## src/rtl/core/bsr_pkg.sv

```systemverilog
`timescale 1ns / 1ps
`default_nettype none

package bsr_pkg;

	// Default geometry of the signed fixed-point operand
	localparam int DATA_WIDTH_DEF = 32;
	localparam int FRAC_BITS_DEF  = 16;

	// Register and result field widths
	localparam int TOL_W      = 31;
	localparam int ITER_W     = 6;
	localparam int ROOT_W     = 24;
	localparam int STATUS_W   = 2;
	localparam int CFG_IDX_W  = 1;
	localparam int CFG_DATA_W = 31;

	// Register indexes
	localparam logic [CFG_IDX_W-1:0] REG_TOLERANCE = 1'd0;
	localparam logic [CFG_IDX_W-1:0] REG_MAX_ITER  = 1'd1;

	// Register reset values
	localparam logic [TOL_W-1:0]  TOL_RESET  = 31'd66;
	localparam logic [ITER_W-1:0] ITER_RESET = 6'd40;

	// Result status codes
	localparam logic [STATUS_W-1:0] ST_OK       = 2'd0;
	localparam logic [STATUS_W-1:0] ST_NEGATIVE = 2'd1;
	localparam logic [STATUS_W-1:0] ST_TOL_ZERO = 2'd2;
	localparam logic [STATUS_W-1:0] ST_LIMIT    = 2'd3;

	localparam logic [ROOT_W-1:0] ROOT_MAX = 24'hFF_FFFF;

	// Handshake between sequencer and squaring unit
	typedef struct packed {
		logic start;
	} sq_ctrl_t;

	typedef struct packed {
		logic done;
	} sq_stat_t;

endpackage

`default_nettype wire

```

## src/rtl/core/bsr_if.sv

```systemverilog
`timescale 1ns / 1ps
`default_nettype none

// Operand request channel
interface bsr_in_if import bsr_pkg::*; #(
	parameter int DATA_WIDTH = DATA_WIDTH_DEF
) ();
	logic                         valid;
	logic                         ready;
	logic signed [DATA_WIDTH-1:0] value_in;

	modport source (output valid, output value_in, input ready);
	modport sink   (input valid, input value_in, output ready);
endinterface

// Result request channel
interface bsr_out_if import bsr_pkg::*; ();
	logic                valid;
	logic                ready;
	logic [ROOT_W-1:0]   root;
	logic [STATUS_W-1:0] status;
	logic [ITER_W-1:0]   iterations_used;

	modport source (output valid, output root, output status, output iterations_used,
		input ready);
	modport sink   (input valid, input root, input status, input iterations_used,
		output ready);
endinterface

`default_nettype wire

```

## src/rtl/core/bsr_squarer.sv

```systemverilog
`timescale 1ns / 1ps
`default_nettype none

// Squares y with one half-width multiplier over three partial products.
module bsr_squarer import bsr_pkg::*; #(
	parameter int Y_W = DATA_WIDTH_DEF
) (
	input  wire logic                            clk,
	input  wire logic                            arst_n,
	input  wire sq_ctrl_t                        ctrl,
	input  wire logic [Y_W-1:0]                  y,
	output      logic [4*((Y_W + 1) / 2)-1:0]    sq,
	output      sq_stat_t                        stat
);

	localparam int HALF_W = (Y_W + 1) / 2;
	localparam int PROD_W = 2 * HALF_W;
	localparam int SQ_W   = 4 * HALF_W;

	localparam logic [1:0] SQ_IDLE  = 2'd0;
	localparam logic [1:0] SQ_CROSS = 2'd1;
	localparam logic [1:0] SQ_HIGH  = 2'd2;
	localparam logic [1:0] SQ_LAST  = 2'd3;

	logic [1:0]        state_q;
	logic              done_q;
	logic [PROD_W-1:0] prod_q;
	logic [SQ_W-1:0]   acc_q;
	logic [HALF_W-1:0] y_lo;
	logic [HALF_W-1:0] y_hi;
	logic [HALF_W-1:0] op_a;
	logic [HALF_W-1:0] op_b;
	logic [SQ_W-1:0]   prod_ext;

	assign y_lo     = y[HALF_W-1:0];
	assign y_hi     = HALF_W'(y[Y_W-1:HALF_W]);
	// lo*lo first, then hi*lo, then hi*hi
	assign op_a     = (state_q == SQ_IDLE) ? y_lo : y_hi;
	assign op_b     = (state_q == SQ_HIGH) ? y_hi : y_lo;
	assign prod_ext = {{PROD_W{1'b0}}, prod_q};

	always_ff @(posedge clk or negedge arst_n) begin
		if (!arst_n) begin
			state_q <= SQ_IDLE;
			done_q  <= 1'b0;
		end else begin
			done_q <= 1'b0;
			unique case (state_q)
				SQ_IDLE: begin
					if (ctrl.start) begin
						state_q <= SQ_CROSS;
					end
				end
				SQ_CROSS: state_q <= SQ_HIGH;
				SQ_HIGH:  state_q <= SQ_LAST;
				SQ_LAST: begin
					state_q <= SQ_IDLE;
					done_q  <= 1'b1;
				end
				default: state_q <= SQ_IDLE;
			endcase
		end
	end

	always_ff @(posedge clk) begin
		prod_q <= op_a * op_b;
		unique case (state_q)
			SQ_CROSS: acc_q <= prod_ext;
			SQ_HIGH:  acc_q <= acc_q + (prod_ext << (HALF_W + 1));
			SQ_LAST:  acc_q <= acc_q + (prod_ext << (2 * HALF_W));
			default:  acc_q <= acc_q;
		endcase
	end

	assign sq        = acc_q;
	assign stat.done = done_q;

endmodule

`default_nettype wire

```

## src/rtl/core/bisection_square_root.sv

```systemverilog
`timescale 1ns / 1ps
`default_nettype none

// Negative, zero-tolerance, zero and one-point-zero inputs go straight to the result;
//   others try midpoints until the tolerance is met or the cap ends the search,
//   at most max_iterations midpoints in all.
// Each midpoint takes a midpoint add, the partial products on the squaring multiplier, a compare.
// No new request is taken while one is in progress; a new request is taken once the previous
//   result sits in the output register. arst_n clears control and restores registers.
module bisection_square_root import bsr_pkg::*; #(
	parameter int DATA_WIDTH = DATA_WIDTH_DEF,
	parameter int FRAC_BITS  = FRAC_BITS_DEF
) (
	input  wire logic                  clk,
	input  wire logic                  arst_n,
	bsr_in_if.sink                     operand,
	bsr_out_if.source                  result,
	input  wire logic                  cfg_we,
	input  wire logic [CFG_IDX_W-1:0]  cfg_index,
	input  wire logic [CFG_DATA_W-1:0] cfg_data
);

	// Interval bounds must also hold 1.0 when the format has no integer bits
	localparam int Y_W    = (DATA_WIDTH > FRAC_BITS) ? DATA_WIDTH : FRAC_BITS + 1;
	localparam int SQ_W   = 4 * ((Y_W + 1) / 2);
	// Compare width: holds the square, x*2^F and tolerance*2^F
	localparam int CMP_W  = ((SQ_W > 32) ? SQ_W : 32) + FRAC_BITS;
	localparam logic [Y_W-1:0] ONE_Y = Y_W'(1) << FRAC_BITS;

	localparam logic [1:0] S_IDLE = 2'd0;
	localparam logic [1:0] S_MID  = 2'd1;
	localparam logic [1:0] S_SQR  = 2'd2;
	localparam logic [1:0] S_DONE = 2'd3;

	// Registers
	logic [TOL_W-1:0]  tol_q;
	logic [ITER_W-1:0] cap_q;

	// Sequencer
	logic [1:0]            state_q;
	logic                  start_q;
	logic [DATA_WIDTH-1:0] raw_q;
	logic [Y_W-1:0]        lo_q;
	logic [Y_W-1:0]        hi_q;
	logic [Y_W-1:0]        y_q;
	logic [ITER_W-1:0]     cnt_q;
	logic [STATUS_W-1:0]   status_q;

	// Output register
	logic                  out_valid_q;
	logic [ROOT_W-1:0]     root_q;
	logic [STATUS_W-1:0]   out_status_q;
	logic [ITER_W-1:0]     out_iter_q;

	logic [DATA_WIDTH-1:0] raw;
	logic [Y_W-1:0]        raw_y;
	logic                  take;
	logic [Y_W:0]          mid_sum;
	logic [Y_W-1:0]        mid;
	sq_ctrl_t              sq_ctrl;
	sq_stat_t              sq_stat;
	logic [SQ_W-1:0]       sq;
	logic [CMP_W-1:0]      sq_c;
	logic [CMP_W-1:0]      xs_c;
	logic [CMP_W-1:0]      tl_c;
	logic [CMP_W-1:0]      err_c;
	logic [CMP_W-1:0]      y_c;
	logic [ROOT_W-1:0]     root_sat;
	logic                  load_out;

	assign raw   = operand.value_in;
	assign raw_y = Y_W'(raw);
	assign take  = operand.valid && operand.ready;

	assign operand.ready = (state_q == S_IDLE);

	// Floor midpoint of the current interval
	assign mid_sum = {1'b0, lo_q} + {1'b0, hi_q};
	assign mid     = mid_sum[Y_W:1];

	assign sq_ctrl.start = start_q;

	bsr_squarer #(
		.Y_W (Y_W)
	) u_squarer (
		.clk    (clk),
		.arst_n (arst_n),
		.ctrl   (sq_ctrl),
		.y      (y_q),
		.sq     (sq),
		.stat   (sq_stat)
	);

	// Exact error |y*y - x| against tolerance, all in Q.2F
	assign sq_c  = CMP_W'(sq);
	assign xs_c  = CMP_W'(raw_q) << FRAC_BITS;
	assign tl_c  = CMP_W'(tol_q) << FRAC_BITS;
	assign err_c = (sq_c >= xs_c) ? (sq_c - xs_c) : (xs_c - sq_c);

	// Root above 24 bits only on a capped search; saturate it
	assign y_c      = CMP_W'(y_q);
	assign root_sat = (y_c > CMP_W'(ROOT_MAX)) ? ROOT_MAX : y_c[ROOT_W-1:0];

	assign load_out = (state_q == S_DONE) && (!out_valid_q || result.ready);

	// Config writes
	always_ff @(posedge clk or negedge arst_n) begin
		if (!arst_n) begin
			tol_q <= TOL_RESET;
			cap_q <= ITER_RESET;
		end else if (cfg_we) begin
			unique case (cfg_index)
				REG_TOLERANCE: tol_q <= cfg_data[TOL_W-1:0];
				REG_MAX_ITER:  cap_q <= cfg_data[ITER_W-1:0];
				default: ;
			endcase
		end
	end

	// Control state
	always_ff @(posedge clk or negedge arst_n) begin
		if (!arst_n) begin
			state_q     <= S_IDLE;
			start_q     <= 1'b0;
			out_valid_q <= 1'b0;
		end else begin
			start_q <= 1'b0;
			if (load_out) begin
				out_valid_q <= 1'b1;
			end else if (result.ready) begin
				out_valid_q <= 1'b0;
			end
			unique case (state_q)
				S_IDLE: begin
					if (take) begin
						// Special inputs go straight to the result
						if (raw[DATA_WIDTH-1] || tol_q == '0 || raw_y == '0 ||
							raw_y == ONE_Y) begin
							state_q <= S_DONE;
						end else begin
							state_q <= S_MID;
						end
					end
				end
				S_MID: begin
					if (cnt_q == cap_q) begin
						state_q <= S_DONE;
					end else begin
						start_q <= 1'b1;
						state_q <= S_SQR;
					end
				end
				S_SQR: begin
					if (sq_stat.done) begin
						state_q <= (err_c < tl_c) ? S_DONE : S_MID;
					end
				end
				S_DONE: begin
					if (load_out) begin
						state_q <= S_IDLE;
					end
				end
				default: state_q <= S_IDLE;
			endcase
		end
	end

	// Datapath
	always_ff @(posedge clk) begin
		unique case (state_q)
			S_IDLE: begin
				if (take) begin
					raw_q    <= raw;
					cnt_q    <= '0;
					status_q <= ST_OK;
					y_q      <= '0;
					priority if (raw[DATA_WIDTH-1]) begin
						status_q <= ST_NEGATIVE;
					end else if (tol_q == '0) begin
						status_q <= ST_TOL_ZERO;
					end else if (raw_y == ONE_Y) begin
						y_q <= ONE_Y;
					end else if (raw_y > ONE_Y) begin
						lo_q <= ONE_Y;
						hi_q <= raw_y;
					end else begin
						lo_q <= '0;
						hi_q <= ONE_Y;
					end
				end
			end
			S_MID: begin
				if (cnt_q == cap_q) begin
					// Cap reached: keep last tried midpoint, or the first one if none
					status_q <= ST_LIMIT;
					if (cnt_q == '0) begin
						y_q <= mid;
					end
				end else begin
					y_q   <= mid;
					cnt_q <= cnt_q + 1'b1;
				end
			end
			S_SQR: begin
				if (sq_stat.done && !(err_c < tl_c)) begin
					if (sq_c > xs_c) begin
						hi_q <= y_q;
					end else begin
						lo_q <= y_q;
					end
				end
			end
			default: ;
		endcase
		if (load_out) begin
			root_q       <= root_sat;
			out_status_q <= status_q;
			out_iter_q   <= cnt_q;
		end
	end

	assign result.valid           = out_valid_q;
	assign result.root            = root_q;
	assign result.status          = out_status_q;
	assign result.iterations_used = out_iter_q;

endmodule

`default_nettype wire

```

## src/flat_wrapper.sv

```systemverilog
// flat-port wrapper written by rule: the top's interface ports become plain ports
module bisection_square_root_flat import bsr_pkg::*;
#(
	parameter int DATA_WIDTH = DATA_WIDTH_DEF,
	parameter int FRAC_BITS  = FRAC_BITS_DEF
)
  (clk, arst_n, cfg_we, cfg_index, cfg_data, operand_valid, operand_value_in, operand_ready, result_valid, result_root, result_status, result_iterations_used, result_ready);
  bsr_in_if #(.DATA_WIDTH(DATA_WIDTH)) operand_i ();
  bsr_out_if result_i ();
  input  wire logic clk;
  input  wire logic arst_n;
  input  wire logic cfg_we;
  input  wire logic [CFG_IDX_W-1:0] cfg_index;
  input  wire logic [CFG_DATA_W-1:0] cfg_data;
  input wire logic [$bits(operand_i.valid)-1:0] operand_valid;
  input wire logic [$bits(operand_i.value_in)-1:0] operand_value_in;
  output wire logic [$bits(operand_i.ready)-1:0] operand_ready;
  output wire logic [$bits(result_i.valid)-1:0] result_valid;
  output wire logic [$bits(result_i.root)-1:0] result_root;
  output wire logic [$bits(result_i.status)-1:0] result_status;
  output wire logic [$bits(result_i.iterations_used)-1:0] result_iterations_used;
  input wire logic [$bits(result_i.ready)-1:0] result_ready;
  assign operand_i.valid = operand_valid;
  assign operand_i.value_in = operand_value_in;
  assign operand_ready = operand_i.ready;
  assign result_valid = result_i.valid;
  assign result_root = result_i.root;
  assign result_status = result_i.status;
  assign result_iterations_used = result_i.iterations_used;
  assign result_i.ready = result_ready;
  bisection_square_root #(.DATA_WIDTH(DATA_WIDTH), .FRAC_BITS(FRAC_BITS)) u_core (.clk(clk), .arst_n(arst_n), .operand(operand_i), .result(result_i), .cfg_we(cfg_we), .cfg_index(cfg_index), .cfg_data(cfg_data));
endmodule
```

## config.mk

```make
export PLATFORM = sky130hd
export DESIGN_NAME = bisection_square_root_flat
export DESIGN_NICKNAME = d
export VERILOG_FILES = /design/src/rtl/core/bsr_pkg.sv /design/src/rtl/core/bsr_if.sv /design/src/rtl/core/bsr_squarer.sv /design/src/rtl/core/bisection_square_root.sv /design/src/flat_wrapper.sv
export SDC_FILE = /design/constraint.sdc
export NUM_CORES = 1
export LEC_CHECK = 0
export BUFFER_PORTS_ARGS = -buffer_cell sky130_fd_sc_hd__buf_2
export CORE_ASPECT_RATIO = 2
export CORE_MARGIN = 4
export CORE_UTILIZATION = 65
export CTS_BUF_LIST = sky130_fd_sc_hd__clkbuf_16
export CTS_CLUSTER_DIAMETER = 40
export DETAILED_ROUTE_END_ITERATION = 12
export PLACE_DENSITY = 0.91
export RECOVER_POWER = 50
export SYNTH_ARGS = -nofsm -noshare
export SYNTH_HDL_FRONTEND = slang
export SYNTH_SLANG_ARGS = --single-unit
```

## constraint.sdc

```tcl
create_clock -name clk -period 10.6 [get_ports clk]
set_clock_uncertainty 0.2 [all_clocks]
set_input_delay 2.12 -clock clk [delete_from_list [all_inputs] [get_ports clk]]
set_output_delay 2.12 -clock clk [all_outputs]
set_load 0.03 [all_outputs]
```

==> summary.txt <==
Logic synthesis
  • Synth Area per Inst: 9.34 um2
  • Post-synthesis mux area share: 3.01%
  • Post-synth ARST share: 14.3%
  • YS warnings: 0
  • Post-Syn Instances: 3145
  • Compound-Gate Fraction of Synth Area: 14.7%
  • Seq cells post-synth: 308
  • Post-synth EDFFs: 232
  • Cell area after synthesis: 0.0294 mm2
  • Syn nets: 3711
  • Post-Synth Adder-Cell Area: 26.2%
  • Sequential fraction of the synthesis area: 29.7%
  • Synth Flop Type: edfxtp_1
  • Simple-Gate Fraction of Synth Area: 15.3%
  • Cell variety after synth: 94
  • Largest family of logic cells by synthesized area: adder cells
  • Synth Area in XOR/XNOR: 4.68%

Worst setup path
  • Setup crit start: u_core.u_squarer.state_q[0]
  • Required time of the worst setup path: 10.83 ns
  • R2R Path Start: u_core.u_squarer.state_q[0]
  • Cells on worst reg2reg path: 26
  • Crit Path Category: flip-flop to flip-flop
  • CP endpoint kind: flip-flop
  • Highest net fanout along the worst path: 31
  • Reg2reg end: u_core.u_squarer.prod_q[30]
  • Reg2Reg Setup Slack: 1.59 ns
  • CP startpoint kind: flip-flop
  • Critical path arrival: 9.24 ns

Global routing
  • Largest net degree at the start of global routing: 62
  • Vias in the first global route: 26147
  • Initial antenna violation count: 0
  • Total gr overflow: 0
  • GRT Util Overall: 40.4%
  • First-pass GRT wire length: 148000 um

STA
  • Setup-failing EPs final: 0
  • Fin. Hold Viols: 0
  • Crit path time final: 9.01 ns
  • Rel. slew slack: -76.9%
  • Final period utilization: 85.0%
  • Worst slew pin tran: 2.65 ns
  • TNS Setup: 0 ns
  • Unrepaired setup endpoints after global routing: false
  • Max Fclk: 111 MHz
  • Slew Limit Fails: 246

Cells and area
  • Most common cell after layout, fill and taps aside: inv_1
  • Fraction of layout cells with a size suffix above 1: 8.03%
  • Post-route insts no fill: 3810
  • Fillers: 3382
  • Ant. Diodes: 0
  • Layout area overhead: 7.42%
  • Post-route cell area: 0.0316 mm2
  • Fin nets: 3789
  • Most frequent cells in the layout: 394 x inv_1, 299 x ha_1, 297 x nand2_1

Hold path
  • HP Class: flip-flop to flip-flop
  • Hold wc startpoint: u_core.status_q[1]
  • Worst hold path endpoint: u_core.result.status[1]
  • Hold depth: 0

Floorplan
  • I/O Pins: 103
  • # rows: 110
  • Full die area: 0.0489 mm2
  • DIE WIDTH: 158 um
  • Initial core utilization: 65.5%
  • Core footprint: 0.0449 mm2
  • Chip height: 309 um

Route
  • Antenna viol nets, final: 0
  • Remaining DRCs: 1
  • Via density: 6.67
  • Drt wl/cell: 26.0 um
  • Total Wirelength: 99100 um
  • DRT iter0 DRCs: 2283
  • Via count: 25402
  • Initial DRT Pass Iterations: 10

Clocking
  • Hold_buf cts: 0
  • Post-CTS resize count: 0
  • CTS tree: done
  • CTS sink cnt: 308
  • Clock Tree Buf Depth: 3
  • Clk slew on worst S/H paths: 0.07 ns
  • Clk_lat worst skew: 0.57 ns
  • Cts bufs inserted: 36
  • H-Tree Depth: 2
  • Postcts setup bufs: 0
  • CTS root buf: clkbuf_16

Placed design
  • Placer congestion estimate: 1.05
  • Placed Area: 0.0305 mm2
  • PortBufs: 102
  • Placed Cells: 3745
  • Post-detail-place hpwl: 76700 um

Job
  • Max-Cap Viols: 7

Status
  • Failing checks: DRC, capacitance limit, slew limit
  • Status: complete, but fails checks
-- state kept, by name, summed over array words and instances, names as in the netlist --
| name | flops |
|---|---|
| u_core.result.status | 2 |
| u_core.sq_ctrl | 1 |
| u_core.tol_q | 31 |
| u_core.u_squarer.prod_q | 32 |
| u_core.u_squarer.stat | 1 |
| u_core.hi_q | 32 |
| u_core.u_squarer.sq | 64 |
| u_core.result.valid | 1 |
| u_core.state_q | 2 |
| u_core.raw_q | 32 |
| u_core.lo_q | 32 |
| u_core.result.root | 24 |
| u_core.status_q | 2 |
| u_core.cnt_q | 6 |
| u_core.u_squarer.state_q | 2 |
| u_core.cap_q | 6 |
| u_core.result.iterations_used | 6 |
| u_core.y_q | 32 |
-- metal layers --
metal | track usage, % | routed length (um) | part of all wire, %
met1 | 39.3 | 28900 | 29
met2 | 69.4 | 48900 | 49
met3 | 8.44 | 8290 | 8.4
met4 | 37.9 | 13000 | 13
met5 | 0.203 | 0 | 0
-- worst max-delay path by stage --
stage,to,slack [ns],cells past startpoint
after detailed placement,u_core.u_squarer.prod_q[30],2.15,26
after CTS,u_core.u_squarer.prod_q[30],2.11,26
after floorplan,u_core.lo_q[0],1.45,29
after global placement,u_core.u_squarer.prod_q[30],2.31,26
after global routing,u_core.u_squarer.prod_q[30],0.99,26
final,u_core.u_squarer.prod_q[30],1.59,26
-- area by class of cell --
type | count | area (um2) | area share (%)
clock buffers | 36 | 901 | 2.85
flip-flops and latches | 308 | 8710 | 27.6
clock inverters | 29 | 267 | 0.844
inverters | 389 | 1460 | 4.63
repair buffers | 135 | 684 | 2.17
well taps | 560 | 701 | 2.22
multi-input cells | 2353 | 18800 | 59.7
-- synthesized netlist by cell type (all sizes together), types with 30 or more instances --
cell    count  area, um2
ha        299       3740
xor2       73        639
nand2b     30        193
nand2     297       1110
mux2i      41        410
nor2b      34        213
nor3       53        270
a211oi     30        230
mux2       42        473
dfxtp      32        641
a21o       88        661
and2       69        432
nand3      40        200
o21ai     155        776
inv       388       1460
fa        198       3960
nor2      254        953
a21oi     189        950
clkbuf     81        335
or2        34        213
edfxtp    232       6970
xnor2      84        736
nand4      34        219
dfrtp      40       1000
-- kinds of logic after synthesis --
group | Yosys count
compound gates | 675
xor+xnor | 157
fa+ha+maj | 497
buf+inv | 484
flops | 308
mux | 83
simple gates | 941
-- critical path, cell delays in order (launching register included) --
cell and delay, ns:
dfrtp_1 0.41, inv_1 0.14, ha_1 1.26, mux2i_1 0.98, nor2_1 0.17, fa_1 0.50, fa_1 0.56, inv_1 0.05
fa_1 0.49, inv_1 0.06, fa_1 0.50, fa_1 0.54, inv_1 0.05, fa_1 0.53, inv_1 0.04, ha_1 0.30
and4_1 0.26, a21boi_0 0.21, a41oi_1 0.09, o21a_1 0.27, a2111oi_0 0.50, nor2_1 0.10, a21oi_1 0.25, nand4_1 0.12
nand2_1 0.07, a21oi_1 0.07, xnor2_1 0.12
-- through the flow --
step | utilization [%] | hold WS, ns | setup WS (ns)
detailed placement | 67.9 | 0.220 | 2.15
global placement | 67.9 | 0.203 | 2.31
floorplan | - | 0.200 | 1.45
global route | 70.3 | 0.240 | 0.989
finish | 70.3 | 0.226 | 1.59
CTS | 70.5 | 0.233 | 2.11
Power is left out: the tool's default activity adds up to more than one toggle a clock period on the data nets, which glitch-free logic cannot reach.
